<file path="src/rtl/cmps_pkg.sv">
package cmps_pkg;

    // Stream widths: fields packed from bit 0 upward, padded to whole bytes
    localparam int IN_TDATA_W  = 72;
    localparam int OUT_TDATA_W = 152;

    // Flag decode
    localparam int          REVERSE_BIT   = 4;
    localparam logic [11:0] UNMAPPED_FLAG = 12'd4;

    // Read kind carried on tuser
    localparam logic KIND_READ_ONE = 1'b0;

    typedef enum logic [1:0] {
        ORIENT_SAME = 2'd0,
        ORIENT_IN   = 2'd1,
        ORIENT_OUT  = 2'd2
    } orient_t;

    typedef struct packed {
        logic [7:0]  chrom;
        logic        rev;
        logic        unm;
        logic [31:0] pos;
        logic [15:0] seq_len;
    } map_entry_t;

    typedef struct packed {
        logic [31:0] group_number;
        logic [7:0]  chrom_one;
        logic [31:0] end_one;
        logic [7:0]  chrom_two;
        logic [31:0] end_two;
        logic        strand_one;
        logic        strand_two;
        logic [32:0] insert_size;
        orient_t     orientation;
        logic        overflowed;
    } result_t;

    typedef struct packed {
        logic load;
        logic init;
        logic rd_p;
        logic rd_q;
        logic fetch;
        logic calc;
        logic emit;
        logic close;
    } dp_cmd_t;

    typedef struct packed {
        logic any_empty;
        logic out_stall;
    } dp_stat_t;

endpackage

</file>
<file path="src/rtl/cmps_dp.sv">
module cmps_dp
    import cmps_pkg::*;
#(
    parameter int MAX_MAPPINGS = 16,
    localparam int CW = $clog2(MAX_MAPPINGS + 1),
    localparam int IW = (MAX_MAPPINGS > 1) ? $clog2(MAX_MAPPINGS) : 1
) (
    input  logic          aclk,
    input  logic          aresetn,
    input  dp_cmd_t       cmd,
    input  logic [IW-1:0] rd_p_idx,
    input  logic [IW-1:0] rd_q_idx,
    input  logic          in_kind,
    input  map_entry_t    in_entry,
    output dp_stat_t      stat,
    output logic [CW-1:0] first_cnt,
    output logic [CW-1:0] second_cnt,
    output logic          m_valid,
    input  logic          m_ready,
    output result_t       m_result
);

    map_entry_t first_mem  [MAX_MAPPINGS];
    map_entry_t second_mem [MAX_MAPPINGS];

    logic [CW-1:0] first_cnt_reg, second_cnt_reg;
    logic          drop_reg;
    logic [31:0]   group_reg;

    map_entry_t    p_reg, q_reg;
    logic [IW-1:0] p_idx_reg, q_idx_reg;
    logic          q_vld_reg;

    logic [31:0]   d_next, d_reg;
    logic          qual_next;
    logic          d_vld_reg;
    logic [IW-1:0] d_i_reg, d_j_reg;

    logic          found_reg;
    logic [31:0]   best_reg;
    logic [IW-1:0] b1_reg, b2_reg;

    logic [31:0]   e1_reg, e2_reg;
    logic          mapped;
    result_t       res_next, res_reg;
    logic          m_valid_reg;

    logic first_full, second_full;

    function automatic logic [31:0] five_end(input map_entry_t m);
        logic signed [33:0] sum;
        logic [31:0]        res;
        sum = $signed({2'b00, m.pos}) + $signed({18'd0, m.seq_len}) - 34'sd1;
        if (!m.rev) begin
            res = m.pos;
        end else if (sum < 0) begin
            res = '0;
        end else if (sum[32]) begin
            res = '1;
        end else begin
            res = sum[31:0];
        end
        return res;
    endfunction

    assign first_full  = (first_cnt_reg  == CW'(MAX_MAPPINGS));
    assign second_full = (second_cnt_reg == CW'(MAX_MAPPINGS));

    // Store writes
    always_ff @(posedge aclk) begin
        if (cmd.load && in_kind == KIND_READ_ONE && !first_full) begin
            first_mem[first_cnt_reg[IW-1:0]] <= in_entry;
        end
        if (cmd.load && in_kind != KIND_READ_ONE && !second_full) begin
            second_mem[second_cnt_reg[IW-1:0]] <= in_entry;
        end
    end

    // Fill counts, drop mark, group count
    always_ff @(posedge aclk) begin
        if (!aresetn) begin
            first_cnt_reg  <= '0;
            second_cnt_reg <= '0;
            drop_reg       <= 1'b0;
            group_reg      <= '0;
        end else if (cmd.close) begin
            first_cnt_reg  <= '0;
            second_cnt_reg <= '0;
            drop_reg       <= 1'b0;
            group_reg      <= group_reg + 32'd1;
        end else if (cmd.load) begin
            if (in_kind == KIND_READ_ONE) begin
                if (first_full) begin
                    drop_reg <= 1'b1;
                end else begin
                    first_cnt_reg <= first_cnt_reg + CW'(1);
                end
            end else begin
                if (second_full) begin
                    drop_reg <= 1'b1;
                end else begin
                    second_cnt_reg <= second_cnt_reg + CW'(1);
                end
            end
        end
    end

    // Registered store reads
    always_ff @(posedge aclk) begin
        if (cmd.rd_p) begin
            p_reg     <= first_mem[rd_p_idx];
            p_idx_reg <= rd_p_idx;
        end else if (cmd.fetch) begin
            p_reg <= first_mem[b1_reg];
        end
        if (cmd.rd_q) begin
            q_reg     <= second_mem[rd_q_idx];
            q_idx_reg <= rd_q_idx;
        end else if (cmd.fetch) begin
            q_reg <= second_mem[b2_reg];
        end
    end

    // Distance stage
    always_comb begin
        d_next    = (p_reg.pos > q_reg.pos) ? (p_reg.pos - q_reg.pos)
                                            : (q_reg.pos - p_reg.pos);
        qual_next = (p_reg.chrom == q_reg.chrom) && !p_reg.unm && !q_reg.unm
                    && (d_next != 32'd0);
    end

    always_ff @(posedge aclk) begin
        d_reg   <= d_next;
        d_i_reg <= p_idx_reg;
        d_j_reg <= q_idx_reg;
    end

    always_ff @(posedge aclk) begin
        if (!aresetn) begin
            q_vld_reg <= 1'b0;
            d_vld_reg <= 1'b0;
        end else begin
            q_vld_reg <= cmd.rd_q;
            d_vld_reg <= q_vld_reg && qual_next;
        end
    end

    // Best pair update; strict compare keeps the first pair on ties
    always_ff @(posedge aclk) begin
        if (!aresetn) begin
            found_reg <= 1'b0;
            best_reg  <= '1;
            b1_reg    <= '0;
            b2_reg    <= '0;
        end else if (cmd.init) begin
            found_reg <= 1'b0;
            best_reg  <= '1;
            b1_reg    <= '0;
            b2_reg    <= '0;
        end else if (d_vld_reg && (!found_reg || d_reg < best_reg)) begin
            found_reg <= 1'b1;
            best_reg  <= d_reg;
            b1_reg    <= d_i_reg;
            b2_reg    <= d_j_reg;
        end
    end

    // Five-prime ends of the chosen pair
    always_ff @(posedge aclk) begin
        if (cmd.calc) begin
            e1_reg <= five_end(p_reg);
            e2_reg <= five_end(q_reg);
        end
    end

    always_comb begin
        mapped                = !p_reg.unm && !q_reg.unm;
        res_next.group_number = group_reg;
        res_next.chrom_one    = p_reg.chrom;
        res_next.end_one      = e1_reg;
        res_next.chrom_two    = q_reg.chrom;
        res_next.end_two      = e2_reg;
        res_next.strand_one   = p_reg.rev;
        res_next.strand_two   = q_reg.rev;
        res_next.overflowed   = drop_reg;
        if (p_reg.chrom != q_reg.chrom) begin
            res_next.insert_size = '1;
        end else if (e1_reg > e2_reg) begin
            res_next.insert_size = {1'b0, e1_reg - e2_reg};
        end else begin
            res_next.insert_size = {1'b0, e2_reg - e1_reg};
        end
        if (p_reg.rev == q_reg.rev) begin
            res_next.orientation = ORIENT_SAME;
        end else if (e1_reg < e2_reg) begin
            res_next.orientation = p_reg.rev ? ORIENT_OUT : ORIENT_IN;
        end else begin
            res_next.orientation = p_reg.rev ? ORIENT_IN : ORIENT_OUT;
        end
    end

    always_ff @(posedge aclk) begin
        if (cmd.emit && mapped) begin
            res_reg <= res_next;
        end
    end

    always_ff @(posedge aclk) begin
        if (!aresetn) begin
            m_valid_reg <= 1'b0;
        end else if (cmd.emit && mapped) begin
            m_valid_reg <= 1'b1;
        end else if (m_ready) begin
            m_valid_reg <= 1'b0;
        end
    end

    assign stat.any_empty = (first_cnt_reg == '0) || (second_cnt_reg == '0);
    assign stat.out_stall = m_valid_reg && !m_ready;
    assign first_cnt      = first_cnt_reg;
    assign second_cnt     = second_cnt_reg;
    assign m_valid        = m_valid_reg;
    assign m_result       = res_reg;

endmodule

</file>
<file path="src/rtl/cmps_ctrl.sv">
module cmps_ctrl
    import cmps_pkg::*;
#(
    parameter int MAX_MAPPINGS = 16,
    localparam int CW = $clog2(MAX_MAPPINGS + 1),
    localparam int IW = (MAX_MAPPINGS > 1) ? $clog2(MAX_MAPPINGS) : 1
) (
    input  logic          aclk,
    input  logic          aresetn,
    input  logic          s_valid,
    input  logic          s_last,
    output logic          s_ready,
    input  dp_stat_t      stat,
    input  logic [CW-1:0] first_cnt,
    input  logic [CW-1:0] second_cnt,
    output dp_cmd_t       cmd,
    output logic [IW-1:0] rd_p_idx,
    output logic [IW-1:0] rd_q_idx
);

    typedef enum logic [3:0] {
        ST_IDLE,
        ST_START,
        ST_READ_P,
        ST_SCAN,
        ST_DRAIN1,
        ST_DRAIN2,
        ST_FETCH,
        ST_CALC,
        ST_EMIT
    } state_t;

    state_t        state_reg, state_next;
    logic [CW-1:0] i_reg, i_next;
    logic [CW-1:0] j_reg, j_next;

    always_ff @(posedge aclk) begin
        if (!aresetn) begin
            state_reg <= ST_IDLE;
            i_reg     <= '0;
            j_reg     <= '0;
        end else begin
            state_reg <= state_next;
            i_reg     <= i_next;
            j_reg     <= j_next;
        end
    end

    always_comb begin
        state_next = state_reg;
        i_next     = i_reg;
        j_next     = j_reg;
        cmd        = '0;
        s_ready    = 1'b0;
        case (state_reg)
            ST_IDLE: begin
                s_ready  = 1'b1;
                cmd.load = s_valid;
                if (s_valid && s_last) begin
                    state_next = ST_START;
                end
            end
            ST_START: begin
                if (stat.any_empty) begin
                    cmd.close  = 1'b1;
                    state_next = ST_IDLE;
                end else begin
                    cmd.init   = 1'b1;
                    i_next     = '0;
                    state_next = ST_READ_P;
                end
            end
            ST_READ_P: begin
                cmd.rd_p   = 1'b1;
                j_next     = '0;
                state_next = ST_SCAN;
            end
            ST_SCAN: begin
                cmd.rd_q = 1'b1;
                if (j_reg + CW'(1) == second_cnt) begin
                    if (i_reg + CW'(1) == first_cnt) begin
                        state_next = ST_DRAIN1;
                    end else begin
                        i_next     = i_reg + CW'(1);
                        state_next = ST_READ_P;
                    end
                end else begin
                    j_next = j_reg + CW'(1);
                end
            end
            ST_DRAIN1: begin
                state_next = ST_DRAIN2;
            end
            ST_DRAIN2: begin
                state_next = ST_FETCH;
            end
            ST_FETCH: begin
                cmd.fetch  = 1'b1;
                state_next = ST_CALC;
            end
            ST_CALC: begin
                cmd.calc   = 1'b1;
                state_next = ST_EMIT;
            end
            ST_EMIT: begin
                if (!stat.out_stall) begin
                    cmd.emit   = 1'b1;
                    cmd.close  = 1'b1;
                    state_next = ST_IDLE;
                end
            end
            default: begin
                state_next = ST_IDLE;
            end
        endcase
    end

    assign rd_p_idx = i_reg[IW-1:0];
    assign rd_q_idx = j_reg[IW-1:0];

endmodule

</file>
<file path="src/rtl/closest_mapping_pair_select.sv">
// Loading takes one transaction a cycle while the sequencer is idle; after the closing
// transaction the input is held off while the sequencer passes over the read-two store
// once per read-one entry, fetches the winner and emits it; a group with an empty set is
// closed without a search, and a result still waiting at the output holds back the emit.
// Reset (aresetn low, synchronous) clears counts and group number.
module closest_mapping_pair_select
    import cmps_pkg::*;
#(
    parameter int MAX_MAPPINGS = 16
) (
    input  logic                   aclk,
    input  logic                   aresetn,
    // Input mappings
    input  logic                   s_axis_tvalid,
    output logic                   s_axis_tready,
    // chrom[7:0], flag[19:8], pos[51:20], seq_len[67:52], zero pad
    input  logic [IN_TDATA_W-1:0]  s_axis_tdata,
    // kind[0]
    input  logic [0:0]             s_axis_tuser,
    input  logic                   s_axis_tlast,
    // Chosen pair results
    output logic                   m_axis_tvalid,
    input  logic                   m_axis_tready,
    // group_number[31:0], chrom_one[39:32], end_one[71:40], chrom_two[79:72],
    // end_two[111:80], strand_one[112], strand_two[113], insert_size[146:114],
    // orientation[148:147], overflowed[149], zero pad
    output logic [OUT_TDATA_W-1:0] m_axis_tdata
);

    localparam int CW = $clog2(MAX_MAPPINGS + 1);
    localparam int IW = (MAX_MAPPINGS > 1) ? $clog2(MAX_MAPPINGS) : 1;

    dp_cmd_t       cmd;
    dp_stat_t      stat;
    logic [CW-1:0] first_cnt, second_cnt;
    logic [IW-1:0] rd_p_idx, rd_q_idx;
    map_entry_t    in_entry;
    logic [11:0]   in_flag;
    result_t       res;

    // Unpack the mapping: keep only the reverse bit and the unmapped test of the flag
    assign in_flag          = s_axis_tdata[19:8];
    assign in_entry.chrom   = s_axis_tdata[7:0];
    assign in_entry.rev     = in_flag[REVERSE_BIT];
    assign in_entry.unm     = (in_flag == UNMAPPED_FLAG);
    assign in_entry.pos     = s_axis_tdata[51:20];
    assign in_entry.seq_len = s_axis_tdata[67:52];

    // Sequencer: load, walk all cross pairs, fetch the winner, emit
    cmps_ctrl #(
        .MAX_MAPPINGS (MAX_MAPPINGS)
    ) u_ctrl (
        .aclk       (aclk),
        .aresetn    (aresetn),
        .s_valid    (s_axis_tvalid),
        .s_last     (s_axis_tlast),
        .s_ready    (s_axis_tready),
        .stat       (stat),
        .first_cnt  (first_cnt),
        .second_cnt (second_cnt),
        .cmd        (cmd),
        .rd_p_idx   (rd_p_idx),
        .rd_q_idx   (rd_q_idx)
    );

    // Stores, distance pipeline, best-pair tracking and the output register
    cmps_dp #(
        .MAX_MAPPINGS (MAX_MAPPINGS)
    ) u_dp (
        .aclk       (aclk),
        .aresetn    (aresetn),
        .cmd        (cmd),
        .rd_p_idx   (rd_p_idx),
        .rd_q_idx   (rd_q_idx),
        .in_kind    (s_axis_tuser[0]),
        .in_entry   (in_entry),
        .stat       (stat),
        .first_cnt  (first_cnt),
        .second_cnt (second_cnt),
        .m_valid    (m_axis_tvalid),
        .m_ready    (m_axis_tready),
        .m_result   (res)
    );

    // Pack the result, lowest field first, pad to whole bytes
    assign m_axis_tdata = {
        2'b00,
        res.overflowed,
        res.orientation,
        res.insert_size,
        res.strand_two,
        res.strand_one,
        res.end_two,
        res.chrom_two,
        res.end_one,
        res.chrom_one,
        res.group_number
    };

endmodule

</file>
<file path="config.mk">
export PLATFORM = sky130hd
export DESIGN_NAME = closest_mapping_pair_select
export DESIGN_NICKNAME = d
export VERILOG_FILES = /design/src/rtl/cmps_pkg.sv /design/src/rtl/cmps_dp.sv /design/src/rtl/cmps_ctrl.sv /design/src/rtl/closest_mapping_pair_select.sv
export SDC_FILE = /design/constraint.sdc
export NUM_CORES = 2
export LEC_CHECK = 0
export BUFFER_PORTS_ARGS = -buffer_cell sky130_fd_sc_hd__buf_2
export CAP_MARGIN = 10
export CORE_AREA = 2 2 311 620
export DETAILED_ROUTE_END_ITERATION = 12
export DIE_AREA = 0 0 313 622
export HOLD_SLACK_MARGIN = 0.02
export PLACE_DENSITY_LB_ADDON = 0.3
export SLEW_MARGIN = 30
export SYNTH_ARGS = -nofsm -noshare
export SYNTH_HDL_FRONTEND = slang
export SYNTH_SLANG_ARGS = --single-unit
</file>
<file path="constraint.sdc">
create_clock -name aclk -period 8.55 [get_ports aclk]
set_clock_uncertainty 0.1 [all_clocks]
set_input_delay 1.71 -clock aclk [delete_from_list [all_inputs] [get_ports aclk]]
set_output_delay 1.71 -clock aclk [all_outputs]
set_load 0.01 [all_outputs]
</file>
; ---- After elaboration in Yosys (flattened, before gate mapping)
; Memories as Yosys holds them, arrays and structs flattened. A register that Yosys moved wholly into a read port is not among the register bits.
; Index checks and enable logic that the tools add are counted.
[word_totals]
ram_bits = 1856
memories = 2
ff_bits = 479
input_bits = 78
word_cells = 184
[mem_list]
columns = name, words, word_bits, rd, rd_clocked_by_memory_dff, write_ports, line
row1 = u_dp.first_mem, 16, 58, 2, 2, 1, cmps_dp.sv:23  ; map_entry_t first_mem [MAX_MAPPINGS];
row2 = u_dp.second_mem, 16, 58, 2, 2, 1, cmps_dp.sv:24  ; map_entry_t second_mem [MAX_MAPPINGS];
[op_classes]
n_addsub = 13
muxes = 56
n_bitwise = 4
n_reduce_logical = 39
n_eq_ne = 23
n_lt_le_gt_ge = 6
[ops]
columns = operator, count
row1 = $mux W32, 8
row2 = $mux W58, 4
row3 = $sub A32 B32 Y32, 4
row4 = $lt A34 B1 Y1 const B, 2
row5 = $sub A34 B2 Y34 const B, 2
row6 = $add A32 B16 Y33, 2
row7 = $gt A32 B32 Y1, 2
row8 = $lt A32 B32 Y1, 2
row9 = $mux W4, 11
row10 = $pmux W4 S9, 1
row11 = $add A32 B1 Y32 const B, 1
row12 = $reduce_bool A32 Y1, 1
row13 = $add A5 B1 Y5 const B, 4
row14 = $mux W5, 4
row15 = $pmux W5 S2, 2
row16 = $mux W1, 19
row17 = $eq A4 B3 Y1 const B, 4
row18 = $logic_and A1 B1 Y1, 13
row19 = $eq A12 B3 Y1 const B, 1
row20 = $reduce_and A3 Y1, 4
row21 = $reduce_bool A2 Y1, 6
row22 = $eq A5 B5 Y1, 2
row23 = $eq A5 B5 Y1 const B, 2
row24 = $logic_not A5 Y1, 2
row25 = other kinds (18), 38

; ---- Logic depth before layout (Yosys ltp)
[logic_depth]
word_depth = 7
depth_mapped = 17
ltp_nobuf = 15

; ---- By module
; A second synthesis with hierarchy kept.
[hier_totals]
hier_cells = 6249
area_unflattened_um2 = 112611.8
[modules_own_cells]
columns = module, area_each_um2, n_inst, cells_each, seq_area_each_um2
row1 = cmps_dp, 111463.2, 1, 6105, 68585.8
row2 = cmps_ctrl, 1102.3, 1, 137, 280.3
row3 = closest_mapping_pair_select, 46.3, 1, 7, 0.0

; ---- Worst setup path after synthesis
; OpenSTA, ideal clock, no wires.
[synth_path]
path_kind = input -> register
from = in s_axis_tvalid
to = mem u_dp.first_mem[3][0] (netlist bit), enable pin
slack_ps = 1312
stages = 4
setup_time_ps = 545
t_arrival_ps = 6594
required_time_ps = 7905
cell_sequence = nand2_1 > nor3b_1 > nand2_1 > nor3_1
[synth_via]
elab_chain_len = 5
[synth_lines]
columns = item, line
row1 = start: declaration, closest_mapping_pair_select.sv:14  ; input logic s_axis_tvalid,
row2 = $mux W1, cmps_ctrl.sv:55  ; case (state_reg)
row3 = $logic_and A1 B1 Y1 (2 in a row), cmps_dp.sv:71  ; if (cmd.load && in_kind == KIND_READ_ONE && !first_full) begin
row4 = $mux W1, cmps_dp.sv:71
row5 = $mux W1 (implied by the code), cmps_dp.sv:72  ; first_mem[first_cnt_reg[IW-1:0]] <= in_entry;
row6 = end: declaration, cmps_dp.sv:23
; Every way passes these cells.

; ---- Final worst setup path
[layout_path]
from = reg u_dp.p_reg[22] (netlist bit)
to = reg u_dp.e1_reg[1] (data pin)
[layout_via]
elab_chain_len = 5
elab_cells_between_ends = 6
cone_classes = 2 x add/sub / 1 x order compare / 3 x mux
[layout_lines]
columns = item, line
row1 = start: declaration, cmps_dp.sv:30  ; map_entry_t p_reg, q_reg;
row2 = start signal: assignment, cmps_dp.sv:111  ; p_reg <= first_mem[rd_p_idx];
row3 = start signal: assignment, cmps_dp.sv:114  ; p_reg <= first_mem[b1_reg];
row4 = $add A32 B16 Y33 *, cmps_dp.sv:53  ; sum = $signed({2'b00, m.pos}) + $signed({18'd0, m.seq_len}) - 34'sd1;
row5 = $sub A34 B2 Y34 *, cmps_dp.sv:53
row6 = $lt A34 B1 Y1 / $mux W32 (equally long branches), "cmps_dp.sv:56, cmps_dp.sv:58"
row7 = $mux W32 *, cmps_dp.sv:56  ; end else if (sum < 0) begin
row8 = $mux W32 *, cmps_dp.sv:54  ; if (!m.rev) begin
row9 = end signal: assignment, cmps_dp.sv:171  ; e1_reg <= five_end(p_reg);
row10 = end: declaration, cmps_dp.sv:43  ; logic [31:0] e1_reg, e2_reg;
; Mark *: on every way between the ends. The rest lies on a longest branch, timed or not.
; A chain may end at the register's enable or synchronous reset.

==> reports/metrics.cfg <==
[outcome]
run_status=finished, final reports clean

[logic_synthesis]
netlist_area_sq_um=113000
ys_seq_area_share_pct=60.9
synth-seq-cells=2351
syn_inst=6499
avgSynthCellArea_sq_um=17.4
synth_edf_count=2194
async_flop_share_pct=0
yosys_warnings=0
synth-main-ff-cell=edfxtp_1
yosysUniqueCellTypes=95

[final_layout]
drive_gt1_share_pct=29.7
area_growth_pct=9.99
fin_nets=6960
finalInstanceArea_sq_um=125000

[sta]
maxSlewViolCount=0
fin_tns_setup_ns=0
fin_ws_ns=2.42
setup_viol=0
max_slew_margin_pct=23.0
max_freq_ghz=0.163
rsz0062_at_grt=no
fin_crit_ns=6.13
finalHoldViolations=0
post-route-period-util_pct=71.7
worstMarginPinSlew_ns=1.14

[clock_network]
cts_buffer_depth=4
clkSinkCount=2351
root_buffer=clkbuf_16
cts_tree=yes
hold_buffers=0
post_cts_buffers=0
cts_resized=0
insertion_delay_ns=0.89
numCtsBuffers=205
htree_num_levels=4
clk_transition_reported_paths_ns=0.07

[global_routing]
grt_pass1_vias=70800
gr-usage-all-layers_pct=35.3
antenna_found_initial=48
grt_start_max_net_pins=136
grt_overflow_total=0
grt_pass1_wl_mm=489

[die]
start_util_pct=59.7
rows=226
die_h_um=622
fp.dieW_um=313
die_area_sq_um=195000
coreArea_sq_um=190000
ios=232

[pwr]
power_frac_comb_pct=2.2
clkPwrFrac_pct=41.9
powerDensity_nw_per_um2=181
p_leak_uw=0.0396
p_int_uw=17900
p_seq_share_pct=55.9
peakVddDrop_v=0.000195
p_sw_uw=4640
p_sw_share_pct=20.6

[detailed_routing]
drt_iter0_markers=8517
vias=68500
vias_per_cell=7.30
drt_wl_total_mm=343
ant_nets=0
drc=0
wl_per_cell_um=36.6
first_pass_iters=8

[placement]
hpwl_mm=209
gp_congestion=1.04
place_area_sq_um=118000
pre_cts_slack_ns=2.54
numPortBuffers=225

[critical_path]
worstSetupStartpoint=u_dp.p_reg[22]$_DFFE_PP_
crit_path_max_incr_delay_ns=0.81
crit_chain=ha_1 -> nand4_2 -> nor4_1 -> o21ai_0 -> buf_4 -> a21oi_1 -> a211oi_1 -> and3b_1 -> nand3_1 -> nor4_1 -> xnor2_4 -> a21oi_1 -> a21o_1
end_kind=flip-flop
critical_path_class=flip-flop to flip-flop
worstReg2RegStart=u_dp.p_reg[22]$_DFFE_PP_
cpMaxStageDelayCell=nor4_1
cp.required_ns=9.07
start_kind=flip-flop
crit_arrival_ns=6.65
cp_max_fo=7

[min_path]
min_from=u_dp.q_idx_reg[0]$_DFFE_PP_
worst_hold_path_type=flip-flop to flip-flop

[flow_run]
cap_violations=0

==> cell type report <==
| cell class | instances | area (sq um) |
|---|---|---|
| Fill cell | 12400 | 65100 |
| Timing Repair Buffer | 379 | 2510 |
| Clock inverter | 129 | 1240 |
| Tap cell | 2508 | 3140 |
| Sequential cell | 2351 | 69100 |
| Inverter | 221 | 831 |
| Multi-Input combinational cell | 3516 | 42400 |
| Clock buffer | 239 | 5430 |
| Antenna cell | 30 | 75.1 |
==> through the flow <==
step	cells	total power [uW]	hold WS [ns]	util (%)
finish	9373	22600	0.242	65.7
global route	9351	23000	0.250	65.7
CTS	9342	22600	0.242	65.6
detailed placement	8974	13300	0.227	62.1
global placement	8971	13300	0.225	62.0
floorplan	6500	13100	0.223	-
==> worst max-delay path: cells and delay by family (launching register included) <==
kind                       cells  cell delay [ns]
and+or+nand+nor                5             2.57
AOI/OAI and AO/OA              5             1.60
adders and majority gates      1             0.49
DFF                            1             0.48
xor gates and xnor gates       1             0.37
buffers and inverters          1             0.23
==> Yosys cell counts, drive strengths merged, types with 11 or more instances <==
library cell	number	share of area, %
o22ai	52	0.31
mux2	66	0.66
dfxtp	157	2.8
mux4	1160	23
nand2b	28	0.15
o31ai	17	0.12
and4	16	0.12
a21boi	15	0.10
ha	202	2.2
a31oi	17	0.094
a211oi	32	0.23
xor2	67	0.52
and3	30	0.17
inv	220	0.73
nor4	28	0.17
a21o	74	0.49
a21oi	198	0.87
nor2b	32	0.18
nor3b	12	0.084
nor2	209	0.69
a2111oi	14	0.11
nand2	367	1.2
and2	45	0.25
o21a	30	0.20
nand3	154	0.68
o211ai	17	0.11
edfxtp	2194	58
or4	11	0.079
xnor2	135	1.0
or3	18	0.10
nor3	54	0.24
mux2i	46	0.41
buf	105	0.40
nand4	57	0.32
clkbuf	307	1.0
o21ai	154	0.68
o21bai	19	0.13
==> final timing paths <==
| check | end | slack [ns] | cells past startpoint |
|---|---|---|---|
| setup / recovery | u_dp.e1_reg[1]$_DFFE_PP_ | 2.42 | 13 |
| setup reg to reg | u_dp.e1_reg[1]$_DFFE_PP_ | 2.42 | 13 |
| hold / removal | u_dp.d_j_reg[0]$_DFF_P_ | 0.24 | 0 |
| hold reg to reg | u_dp.d_j_reg[0]$_DFF_P_ | 0.24 | 0 |
==> per-layer routing <==
| layer | vias up | track usage, % | part of all wire [%] |
|---|---|---|---|
| met5 | - | 0 | 0.057 |
| met4 | 26 | 26.4 | 9.1 |
| met3 | 1435 | 6.66 | 9.4 |
| met2 | 4941 | 61.7 | 52 |
| met1 | 35000 | 37.9 | 29 |
| li1 | 27100 | - | - |
==> power by group through the flow <==
stage | clock, uW | combinational (uW) | sequential (uW)
3_3_place_gp | 0 | 451 | 12900
5_1_grt | 9900 | 512 | 12600
3_5_place_dp | 0 | 471 | 12900
4_1_cts | 9520 | 477 | 12600
2_1_floorplan | 0 | 217 | 12900
6_report | 9470 | 486 | 12600
==> cells in the final DEF (no fill, tap or decap), types with 64 or more instances in the layout <==
cell type	n
mux2_2	66
edfxtp_1	2194
xnor2_1	129
inv_1	220
buf_2	226
xor2_1	64
dfxtp_1	141
a21oi_1	197
buf_4	136
ha_1	202
mux4_2	1160
nand3_1	154
o21ai_0	151
nor2_1	182
nand2_1	366
a21o_1	72
clkbuf_16	211
==> cells by family (layout without fill, tap and decap cells) <==
family,count (synthesis),count (layout),synth area share [%]
XOR/XNOR,202,202,1.56
buffers and inverters,633,968,2.15
multiplexers,1272,1272,24.1
AO/OA/AOI/OAI,737,737,4.24
AND/OR/NAND/NOR,1095,1095,4.70
other,1,32,0.00331
flip-flops,2351,2351,60.9
adder cells (fa/ha/maj),208,208,2.34
Power figures use the tool's default switching activity.
